File: src/rtl/nmea_gga_position_extractor_defines.svh
// Assertion macros for the GGA position extractor.
// Included by the top level; no other dependencies.
`ifndef NMEA_GGA_POSITION_EXTRACTOR_DEFINES_SVH
`define NMEA_GGA_POSITION_EXTRACTOR_DEFINES_SVH

// same-cycle implication
`define NGPE_ASSERT_IMP(name, clk, rst_n, ante, cons, msg) \
  name: assert property (@(posedge clk) disable iff (!rst_n) (ante) |-> (cons)) \
    else $error(msg);

// next-cycle implication
`define NGPE_ASSERT_NXT(name, clk, rst_n, ante, cons, msg) \
  name: assert property (@(posedge clk) disable iff (!rst_n) (ante) |=> (cons)) \
    else $error(msg);

`endif

File: src/rtl/ngpe_pkg.sv
// Shared constants and types of the GGA position extractor.
// No dependencies.
package ngpe_pkg;

  localparam int CHAR_W      = 8;
  localparam int FIELD_DEPTH = 16;
  localparam int SCAN_SPAN   = 10;
  localparam int EMIT_LENGTH = 8;
  localparam int POS_OUT_W   = 3;

  localparam int SCAN_END  = (SCAN_SPAN < FIELD_DEPTH) ? SCAN_SPAN : FIELD_DEPTH;
  localparam int ADDR_W    = $clog2(FIELD_DEPTH);
  localparam int MEM_AW    = ADDR_W + 1;
  localparam int MEM_DEPTH = 2 * (1 << ADDR_W);
  localparam int POS_W     = $clog2(FIELD_DEPTH + 1);
  localparam int IDX_W     = $clog2((FIELD_DEPTH > EMIT_LENGTH) ? FIELD_DEPTH : EMIT_LENGTH);

  localparam logic [CHAR_W-1:0] CH_DOLLAR = 8'h24;
  localparam logic [CHAR_W-1:0] CH_G      = 8'h47;
  localparam logic [CHAR_W-1:0] CH_P      = 8'h50;
  localparam logic [CHAR_W-1:0] CH_A      = 8'h41;
  localparam logic [CHAR_W-1:0] CH_COMMA  = 8'h2C;
  localparam logic [CHAR_W-1:0] CH_DOT    = 8'h2E;

  localparam logic KIND_LON = 1'b0;
  localparam logic KIND_LAT = 1'b1;

  typedef struct packed {
    logic              wr_en;
    logic [MEM_AW-1:0] wr_addr;
    logic [CHAR_W-1:0] wr_data;
    logic              rd_en;
    logic [MEM_AW-1:0] rd_addr;
  } mem_req_t;

endpackage

File: src/rtl/ngpe_in_if.sv
// Character input channel: valid/ready plus one received byte.
// Depends on ngpe_pkg.
interface ngpe_in_if;
  logic                        valid;
  logic                        ready;
  logic [ngpe_pkg::CHAR_W-1:0] rx_char;

  modport source (output valid, output rx_char, input ready);
  modport sink   (input valid, input rx_char, output ready);
endinterface

File: src/rtl/ngpe_out_if.sv
// Coordinate character output channel: valid/ready plus result fields.
// Depends on ngpe_pkg.
interface ngpe_out_if;
  logic                           valid;
  logic                           ready;
  logic [ngpe_pkg::CHAR_W-1:0]    out_char;
  logic                           coordinate_kind;
  logic [ngpe_pkg::POS_OUT_W-1:0] char_position;
  logic                           last_of_run;

  modport source (output valid, output out_char, output coordinate_kind,
                  output char_position, output last_of_run, input ready);
  modport sink   (input valid, input out_char, input coordinate_kind,
                  input char_position, input last_of_run, output ready);
endinterface

File: src/rtl/ngpe_store.sv
// Coordinate store: latitude and longitude buffers in one single-port memory.
// Per-entry valid bits make unwritten entries read as zero. Depends on ngpe_pkg.
module ngpe_store (
  input  logic                        clk,
  input  logic                        rst_n,
  input  ngpe_pkg::mem_req_t          req,
  output logic [ngpe_pkg::CHAR_W-1:0] rd_data
);

  logic [ngpe_pkg::CHAR_W-1:0] mem_r [ngpe_pkg::MEM_DEPTH];
  logic [ngpe_pkg::MEM_DEPTH-1:0] valid_r;
  logic [ngpe_pkg::CHAR_W-1:0] rd_data_r;

  always_ff @(posedge clk) begin
    if (!rst_n) begin
      valid_r <= '0;
    end else if (req.wr_en) begin
      valid_r[req.wr_addr] <= 1'b1;
    end
  end

  always_ff @(posedge clk) begin
    if (req.wr_en) begin
      mem_r[req.wr_addr] <= req.wr_data;
    end
    if (req.rd_en) begin
      rd_data_r <= valid_r[req.rd_addr] ? mem_r[req.rd_addr] : '0;
    end
  end

  assign rd_data = rd_data_r;

endmodule

File: src/rtl/ngpe_ctrl.sv
// Sentence parser and repair/emit sequencer of the GGA position extractor.
// Drives the coordinate store; depends on ngpe_pkg, ngpe_in_if, ngpe_out_if.
module ngpe_ctrl (
  input  logic                        clk,
  input  logic                        rst_n,
  ngpe_in_if.sink                     in_ch,
  ngpe_out_if.source                  out_ch,
  output ngpe_pkg::mem_req_t          mem_req,
  input  logic [ngpe_pkg::CHAR_W-1:0] mem_rd_data
);

  localparam int IDX_W  = ngpe_pkg::IDX_W;
  localparam int POS_W  = ngpe_pkg::POS_W;
  localparam int ADDR_W = ngpe_pkg::ADDR_W;

  typedef enum logic [4:0] {
    S_DOLLAR, S_G1, S_P, S_G2, S_G3, S_A, S_COMMA, S_TIME,
    S_LAT, S_LAT_DIR, S_GAP, S_LON, S_LON_DIR,
    S_R_RD, S_R_CHK, S_R_SW, S_R_WR2,
    S_E_RD, S_E_LD, S_E_WAIT
  } state_t;

  state_t                         state_r, state_nxt;
  logic [POS_W-1:0]               pos_r, pos_nxt;
  logic                           kind_r, kind_nxt;
  logic [IDX_W-1:0]               idx_r, idx_nxt;
  logic                           out_valid_r, out_valid_nxt;
  logic [ngpe_pkg::CHAR_W-1:0]    out_char_r, out_char_nxt;
  logic                           out_kind_r, out_kind_nxt;
  logic [ngpe_pkg::POS_OUT_W-1:0] out_pos_r, out_pos_nxt;
  logic                           out_last_r, out_last_nxt;

  logic                        in_rdy;
  logic                        acc;
  logic [ngpe_pkg::CHAR_W-1:0] c;
  logic                        pos_room;
  logic                        idx_past;
  logic                        scan_last;
  logic                        emit_last;
  logic [IDX_W-1:0]            idx_m2;

  assign c         = in_ch.rx_char;
  assign acc       = in_ch.valid && in_rdy;
  assign pos_room  = pos_r < POS_W'(ngpe_pkg::FIELD_DEPTH);
  assign idx_past  = {1'b0, idx_r} >= (IDX_W + 1)'(ngpe_pkg::FIELD_DEPTH);
  assign scan_last = idx_r == IDX_W'(ngpe_pkg::SCAN_END - 1);
  assign emit_last = idx_r == IDX_W'(ngpe_pkg::EMIT_LENGTH - 1);
  assign idx_m2    = idx_r - IDX_W'(2);

  always_comb begin
    state_nxt     = state_r;
    pos_nxt       = pos_r;
    kind_nxt      = kind_r;
    idx_nxt       = idx_r;
    out_valid_nxt = out_valid_r;
    out_char_nxt  = out_char_r;
    out_kind_nxt  = out_kind_r;
    out_pos_nxt   = out_pos_r;
    out_last_nxt  = out_last_r;
    mem_req       = '0;
    in_rdy        = 1'b0;

    unique case (state_r)
      S_DOLLAR: begin
        in_rdy = 1'b1;
        if (acc && c == ngpe_pkg::CH_DOLLAR) state_nxt = S_G1;
      end
      S_G1: begin
        in_rdy = 1'b1;
        if (acc) state_nxt = (c == ngpe_pkg::CH_G) ? S_P : S_DOLLAR;
      end
      S_P: begin
        in_rdy = 1'b1;
        if (acc) state_nxt = (c == ngpe_pkg::CH_P) ? S_G2 : S_DOLLAR;
      end
      S_G2: begin
        in_rdy = 1'b1;
        if (acc) state_nxt = (c == ngpe_pkg::CH_G) ? S_G3 : S_DOLLAR;
      end
      S_G3: begin
        in_rdy = 1'b1;
        if (acc) state_nxt = (c == ngpe_pkg::CH_G) ? S_A : S_DOLLAR;
      end
      S_A: begin
        in_rdy = 1'b1;
        if (acc) state_nxt = (c == ngpe_pkg::CH_A) ? S_COMMA : S_DOLLAR;
      end
      S_COMMA: begin
        in_rdy = 1'b1;
        if (acc) state_nxt = (c == ngpe_pkg::CH_COMMA) ? S_TIME : S_DOLLAR;
      end
      S_TIME: begin
        in_rdy = 1'b1;
        if (acc && c == ngpe_pkg::CH_COMMA) begin
          state_nxt = S_LAT;
          pos_nxt   = '0;
        end
      end
      S_LAT, S_LON: begin
        in_rdy = 1'b1;
        if (acc) begin
          if (pos_room) begin
            mem_req.wr_en   = 1'b1;
            mem_req.wr_addr = {(state_r == S_LAT) ? ngpe_pkg::KIND_LAT : ngpe_pkg::KIND_LON,
                               pos_r[ADDR_W-1:0]};
            mem_req.wr_data = c;
            pos_nxt         = pos_r + POS_W'(1);
          end
          if (c == ngpe_pkg::CH_COMMA) state_nxt = (state_r == S_LAT) ? S_LAT_DIR : S_LON_DIR;
        end
      end
      S_LAT_DIR: begin
        in_rdy = 1'b1;
        if (acc) state_nxt = S_GAP;
      end
      S_GAP: begin
        in_rdy = 1'b1;
        if (acc) begin
          state_nxt = S_LON;
          pos_nxt   = '0;
        end
      end
      S_LON_DIR: begin
        in_rdy = 1'b1;
        if (acc) begin
          state_nxt = S_R_RD;
          kind_nxt  = ngpe_pkg::KIND_LAT;
          idx_nxt   = IDX_W'(2);
        end
      end
      S_R_RD: begin
        mem_req.rd_en   = 1'b1;
        mem_req.rd_addr = {kind_r, idx_r[ADDR_W-1:0]};
        state_nxt       = S_R_CHK;
      end
      S_R_CHK, S_R_WR2: begin
        if (state_r == S_R_CHK && mem_rd_data == ngpe_pkg::CH_DOT) begin
          // dot found: fetch the character two places back for the swap
          mem_req.rd_en   = 1'b1;
          mem_req.rd_addr = {kind_r, idx_m2[ADDR_W-1:0]};
          state_nxt       = S_R_SW;
        end else begin
          if (state_r == S_R_WR2) begin
            mem_req.wr_en   = 1'b1;
            mem_req.wr_addr = {kind_r, idx_m2[ADDR_W-1:0]};
            mem_req.wr_data = ngpe_pkg::CH_DOT;
          end
          if (!scan_last) begin
            idx_nxt   = idx_r + IDX_W'(1);
            state_nxt = S_R_RD;
          end else if (kind_r == ngpe_pkg::KIND_LAT) begin
            kind_nxt  = ngpe_pkg::KIND_LON;
            idx_nxt   = IDX_W'(2);
            state_nxt = S_R_RD;
          end else begin
            kind_nxt  = ngpe_pkg::KIND_LON;
            idx_nxt   = '0;
            state_nxt = S_E_RD;
          end
        end
      end
      S_R_SW: begin
        mem_req.wr_en   = 1'b1;
        mem_req.wr_addr = {kind_r, idx_r[ADDR_W-1:0]};
        mem_req.wr_data = mem_rd_data;
        state_nxt       = S_R_WR2;
      end
      S_E_RD: begin
        mem_req.rd_en   = 1'b1;
        mem_req.rd_addr = {kind_r, idx_r[ADDR_W-1:0]};
        state_nxt       = S_E_LD;
      end
      S_E_LD: begin
        out_char_nxt  = idx_past ? '0 : mem_rd_data;
        out_kind_nxt  = kind_r;
        out_pos_nxt   = idx_r[ngpe_pkg::POS_OUT_W-1:0];
        out_last_nxt  = (kind_r == ngpe_pkg::KIND_LAT) && emit_last;
        out_valid_nxt = 1'b1;
        state_nxt     = S_E_WAIT;
      end
      S_E_WAIT: begin
        if (out_ch.ready) begin
          out_valid_nxt = 1'b0;
          if (!emit_last) begin
            idx_nxt   = idx_r + IDX_W'(1);
            state_nxt = S_E_RD;
          end else if (kind_r == ngpe_pkg::KIND_LON) begin
            kind_nxt  = ngpe_pkg::KIND_LAT;
            idx_nxt   = '0;
            state_nxt = S_E_RD;
          end else begin
            state_nxt = S_DOLLAR;
          end
        end
      end
      default: state_nxt = S_DOLLAR;
    endcase
  end

  always_ff @(posedge clk) begin
    if (!rst_n) begin
      state_r     <= S_DOLLAR;
      pos_r       <= '0;
      kind_r      <= ngpe_pkg::KIND_LON;
      idx_r       <= '0;
      out_valid_r <= 1'b0;
    end else begin
      state_r     <= state_nxt;
      pos_r       <= pos_nxt;
      kind_r      <= kind_nxt;
      idx_r       <= idx_nxt;
      out_valid_r <= out_valid_nxt;
    end
    out_char_r <= out_char_nxt;
    out_kind_r <= out_kind_nxt;
    out_pos_r  <= out_pos_nxt;
    out_last_r <= out_last_nxt;
  end

  assign in_ch.ready            = in_rdy;
  assign out_ch.valid           = out_valid_r;
  assign out_ch.out_char        = out_char_r;
  assign out_ch.coordinate_kind = out_kind_r;
  assign out_ch.char_position   = out_pos_r;
  assign out_ch.last_of_run     = out_last_r;

endmodule

File: src/rtl/nmea_gga_position_extractor.sv
// Top level of the GGA position extractor: parser/sequencer plus coordinate store.
// Depends on ngpe_pkg, ngpe_in_if, ngpe_out_if, ngpe_store, ngpe_ctrl and the defines header.
//
// Usage:
//   in_ch takes one sentence character per item. While a sentence is being parsed
//   the block is ready every cycle.
//   After "$GPGGA," the time field is skipped, latitude and longitude characters
//   (with their closing commas) go into the store, and on the longitude direction
//   character the block drops ready and works alone:
//   - repair: each store is scanned from index 2 to SCAN_END-1 through the single
//     store port, one read per position plus a read and two writes for each '.'
//     swapped with the character two places back, both stores in turn;
//   - emit: 2*EMIT_LENGTH items on out_ch, longitude first, then latitude, each
//     through a store read, an output load and a handoff that waits on the receiver.
//   A stalled receiver simply holds the output register; nothing is lost.
//   After the last item is taken the block is ready again on the next cycle.
//   Reset (synchronous, rst_n low) returns to waiting for '$' and clears the
//   store valid bits so both coordinates read as zeros until written.
`include "nmea_gga_position_extractor_defines.svh"

module nmea_gga_position_extractor (
  input  logic       clk,
  input  logic       rst_n,
  ngpe_in_if.sink    in_ch,
  ngpe_out_if.source out_ch
);

  ngpe_pkg::mem_req_t          mem_req;
  logic [ngpe_pkg::CHAR_W-1:0] mem_rd_data;

  ngpe_ctrl u_ctrl (
    .clk         (clk),
    .rst_n       (rst_n),
    .in_ch       (in_ch),
    .out_ch      (out_ch),
    .mem_req     (mem_req),
    .mem_rd_data (mem_rd_data)
  );

  ngpe_store u_store (
    .clk     (clk),
    .rst_n   (rst_n),
    .req     (mem_req),
    .rd_data (mem_rd_data)
  );

  `NGPE_ASSERT_IMP(a_no_input_while_emitting, clk, rst_n, out_ch.valid, !in_ch.ready, "input ready during emit")
  `NGPE_ASSERT_IMP(a_last_is_final_latitude, clk, rst_n, out_ch.valid && out_ch.last_of_run, (out_ch.coordinate_kind == ngpe_pkg::KIND_LAT) && (out_ch.char_position == 3'((ngpe_pkg::EMIT_LENGTH - 1) % 8)), "last flag on wrong item")
  `NGPE_ASSERT_NXT(a_ready_after_last, clk, rst_n, out_ch.valid && out_ch.ready && out_ch.last_of_run, in_ch.ready && !out_ch.valid, "not back to parsing after run")

endmodule

File: src/flat_wrapper.sv
// flat-port wrapper written by rule: the top's interface ports become plain ports
module nmea_gga_position_extractor_flat 
  (clk, rst_n, in_ch_valid, in_ch_rx_char, in_ch_ready, out_ch_valid, out_ch_out_char, out_ch_coordinate_kind, out_ch_char_position, out_ch_last_of_run, out_ch_ready);
  ngpe_in_if in_ch_i ();
  ngpe_out_if out_ch_i ();
  input  logic clk;
  input  logic rst_n;
  input wire logic [$bits(in_ch_i.valid)-1:0] in_ch_valid;
  input wire logic [$bits(in_ch_i.rx_char)-1:0] in_ch_rx_char;
  output wire logic [$bits(in_ch_i.ready)-1:0] in_ch_ready;
  output wire logic [$bits(out_ch_i.valid)-1:0] out_ch_valid;
  output wire logic [$bits(out_ch_i.out_char)-1:0] out_ch_out_char;
  output wire logic [$bits(out_ch_i.coordinate_kind)-1:0] out_ch_coordinate_kind;
  output wire logic [$bits(out_ch_i.char_position)-1:0] out_ch_char_position;
  output wire logic [$bits(out_ch_i.last_of_run)-1:0] out_ch_last_of_run;
  input wire logic [$bits(out_ch_i.ready)-1:0] out_ch_ready;
  assign in_ch_i.valid = in_ch_valid;
  assign in_ch_i.rx_char = in_ch_rx_char;
  assign in_ch_ready = in_ch_i.ready;
  assign out_ch_valid = out_ch_i.valid;
  assign out_ch_out_char = out_ch_i.out_char;
  assign out_ch_coordinate_kind = out_ch_i.coordinate_kind;
  assign out_ch_char_position = out_ch_i.char_position;
  assign out_ch_last_of_run = out_ch_i.last_of_run;
  assign out_ch_i.ready = out_ch_ready;
  nmea_gga_position_extractor u_core (.clk(clk), .rst_n(rst_n), .in_ch(in_ch_i), .out_ch(out_ch_i));
endmodule
File: config.mk
export PLATFORM = sky130hd
export DESIGN_NAME = nmea_gga_position_extractor_flat
export DESIGN_NICKNAME = d
export VERILOG_FILES = /design/src/rtl/ngpe_pkg.sv /design/src/rtl/ngpe_in_if.sv /design/src/rtl/ngpe_out_if.sv /design/src/rtl/ngpe_store.sv /design/src/rtl/ngpe_ctrl.sv /design/src/rtl/nmea_gga_position_extractor.sv /design/src/flat_wrapper.sv
export VERILOG_INCLUDE_DIRS = /design/src /design/src/rtl
export SDC_FILE = /design/constraint.sdc
export NUM_CORES = 1
export LEC_CHECK = 0
export BUFFER_PORTS_ARGS = -buffer_cell sky130_fd_sc_hd__buf_2
export CORE_MARGIN = 2
export CORE_UTILIZATION = 45
export DETAILED_ROUTE_END_ITERATION = 6
export HOLD_SLACK_MARGIN = 0.08
export PLACE_DENSITY_LB_ADDON = 0.25
export SYNTH_ARGS = -nofsm -noshare
export SYNTH_HDL_FRONTEND = slang
export SYNTH_SLANG_ARGS = --single-unit
export TNS_END_PERCENT = 100
File: constraint.sdc
create_clock -name clk -period 2.9 [get_ports clk]
set_input_delay 0.58 -clock clk [delete_from_list [all_inputs] [get_ports clk]]
set_output_delay 0.58 -clock clk [all_outputs]
set_load 0.02 [all_outputs]
==> run summary <==
* Worst Path Class, Setup: register to register
* largest net degree at the start of global routing: 36
* post-synth net total: 1066
* Row Count: 63
* number of antenna violations at the first check in global routing: 0
* top cells by count, synth: edfxtp_1 (277), nand2_1 (211), nand3_1 (75), nor2_1 (75), dfxtp_1 (48)
* placer's final routability congestion estimate: 0.9204
* die outline area: 31560 um2
* die height: 177.7 um
* clock-pin slew reported for the worst setup and hold paths after clock tree synthesis: 0.06 ns
* Max Cap Violations: 0
* vias in the first global route: 9275
* area growth from synthesis to final layout: 22.90%
* CTS Root Buffer Type: clkbuf_16
* Layout Utilization: 56.27%
* largest fanout on the critical path: 6
* share of layout cells above drive strength 1: 25.02%
* Yosys Warn Count: 0
* 1st-iter DRT viols: 898
* hold buffer count at cts: 0
* average size of a mapped cell: 12.94 um2
* per-cell routed wire length: 22.17 um
* Synth async-reset ratio: 0%
* largest voltage drop on the vdd net: 0.4622 mV
* overall routing resource usage: 23.47%
* most frequent cell after synthesis: edfxtp_1
* first-pass GRT wire length: 55340 um
* total iterations of the first detailed-routing run: 5
* layout net count: 1246
* DRC: 0
* Final WS setup: -0.04978 ns
* arrival time reported for the critical path endpoint: 3.32 ns
* Post-Syn Instances: 1049
* cell type with the largest total area after synthesis: edfxtp_1
* LEAKAGE: 0.006046 uW
* later-pin clock latency in the skew report: 0.52 ns
* PortBufs: 26
* fmax: 0.3390 GHz
* x dimension of the die: 177.7 um
* I/O Pins: 27
* share of the cycle needed by the critical path after routing: 101.7%
* count of fill cells added during filler insertion: 2437
* number of synthesized flops with an enable pin: 277
* Cell Area, Synth: 13570 um2
* detail-routed via count per cell: 5.759
* type of element capturing the critical path: register
* starting density of the core: 45.78%
* Detail Placement HPWL: 24440 um
* number of H-tree levels: 2
* worst setup path startpoint: u_core.u_store.rd_data[7]
* maximum clock skew at final layout: 0.02728 ns
* area inside the core boundary: 29640 um2
* most common flop cell mapped by yosys: edfxtp_1
* CTS buffer count: 35
* failing checks: setup timing
* Sink Count: 325
* via count of the routed design: 9451
* status: finished, violations left
* Min-Delay Path Class: primary input to register
* total count of max-transition violations in the final report: 0
* CP startpoint kind: register
* buffer levels on the longest clock path: 3
* Min Clock Period, post-route: 2.950 ns
* actual transition at the worst max-transition pin: 0.7676 ns
* top area cells in the synthesized netlist: edfxtp_1 (61%), dfxtp_1 (7.1%), nand2_1 (5.8%), mux2i_1 (3.2%), nand3_1 (2.8%)
* Power Density: 571.6 nW/um2
* cell area after layout: 16680 um2
* setup repair after global routing missed its margin: yes
* aggregate global routing overflow: 0
* #FFs+latches synth: 325
* required time of the worst setup path: 3.27 ns
* RR Startpoint: u_core.u_store.rd_data[7]
* number of nets still failing antenna checks after routing: 0
* wire length reported by the detailed router: 36390 um
* number of hold violations in the final report: 0
* Area after DPL: 15260 um2
* part of the Yosys area used for sequential elements: 68.38%
* Slew headroom: 48.60%
* fraction of post-synthesis cell area in the top cell type by area: 61.30%
* number of diodes: 0
* TritonCTS clock tree: done
* distinct cell type count of the synthesized netlist: 74
* origin of the worst min-delay path: out_ch_ready
* setup violation total in the final timing report: 6
-- layout make-up --
cell class | instances | area [um2] | share of cell area, %
clock inverter | 10 | 57.56 | 0.3451
inverter | 10 | 37.54 | 0.2251
timing repair buffer | 201 | 1653 | 9.911
tap | 390 | 488.0 | 2.926
multi-input combinational | 656 | 4202 | 25.19
sequential | 325 | 9280 | 55.65
clock buffer | 49 | 959.7 | 5.754
-- sequential cells by signal, indices dropped and copies added, names as in the netlist --
register                              flops
u_core.u_ctrl.kind_r                      1
u_core.u_ctrl.state_r                     5
u_core.u_ctrl.pos_r                       5
u_core.u_ctrl.out_ch.last_of_run          1
u_core.u_store.mem_r                    256
u_core.u_ctrl.idx_r                       4
u_core.u_ctrl.out_ch.out_char             8
u_core.u_ctrl.out_ch.coordinate_kind      1
u_core.u_store.valid_r                   32
u_core.u_store.rd_data                    8
u_core.u_ctrl.out_ch.valid                1
u_core.u_ctrl.out_ch.char_position        3
-- critical path: stages (launching register included) --
cell      delay [ns]
edfxtp_1        0.41
nor4b_2         0.32
buf_4           0.17
nand4_4         0.14
buf_6           0.18
mux2i_4         0.22
buf_12          0.17
mux4_2          0.18
nand2_1         0.05
and3_4          0.19
or4_4           0.56
a41oi_2         0.19
-- repair_timing --
item                       4_1_cts  5_1_grt
resized for setup               36       18
cloned                           1        0
pin swaps                       16        6
buffers inserted                18        3
setup endpoints to repair       52      237
-- power breakdown --
| part | internal, uW | switching [uW] |
|---|---|---|
| logic | 172 | 281 |
| registers | 5020 | 25.0 |
| clock network | 2310 | 1730 |
| total | 7500 | 2030 |
-- placed cells by master (no fill, tap or decap), types with 4 or more instances in the layout --
cell and count:
edfxtp_1 277, nand2_1 207, buf_4 155, nand3_1 75
nor2_1 70, dfxtp_1 47, mux2i_1 38, clkbuf_16 36
o21a_1 34, buf_2 26, a21oi_1 23, a31oi_1 13
nand4_1 13, buf_12 13, clkbuf_1 12, a221oi_1 11
inv_1 9, o21ai_0 9, mux4_2 8, a221o_1 7
a22o_1 7, a32oi_1 7, and3_1 6, clkinv_1 5
o22ai_1 5, a221oi_2 5, a21oi_2 5, a41oi_2 5
ha_1 5, buf_6 5, nor2b_1 4, nand2_2 4
nor2_2 4, mux2i_2 4, o211ai_1 4, a211oi_1 4
xor2_1 4, nor4_1 4
-- logic make-up after synthesis --
kind of cell / count (synthesis) / synth area share (%)
xor+xnor: 6 / 0.3873
buf+inv: 68 / 2.195
fa+ha+maj: 5 / 0.4610
mux: 53 / 4.712
flops: 325 / 68.38
simple gates: 417 / 13.82
compound gates: 175 / 10.04
-- path summary, 6_finish.rpt --
check / end / slack (ns) / cells past startpoint
setup / recovery: u_core.u_store.rd_data[6] / -0.05 / 11
hold / removal: u_core.u_ctrl.out_ch.valid / 0.43 / 4
setup reg to reg: u_core.u_store.rd_data[6] / -0.05 / 11
hold reg to reg: u_core.u_store.valid_r[10] / 0.46 / 1
-- stage by stage --
| step | total power, uW | setup slack [ns] | TNS [ns] | hold WS [ns] | instances |
|---|---|---|---|---|---|
| after global routing | 9823 | -0.1448 | -0.9653 | 0.4465 | 1641 |
| after floorplan | 5404 | 0.04788 | 0 | 0.4064 | 1049 |
| after global placement | 5582 | -0.03499 | -0.4536 | 0.4437 | 1562 |
| after CTS | 9590 | -0.07667 | -1.980 | 0.4172 | 1639 |
| final | 9533 | -0.04978 | -0.2214 | 0.4336 | 1641 |
| after detailed placement | 5583 | -0.1231 | -1.413 | 0.4522 | 1562 |
-- layer usage --
layer  share of wire [%]  GRT usage [%]
met1                  43          32.31
met2                  46          37.39
met3                 7.8          5.163
met4                 2.6          7.070
met5                   0              0
Power figures use the tool's default switching activity.
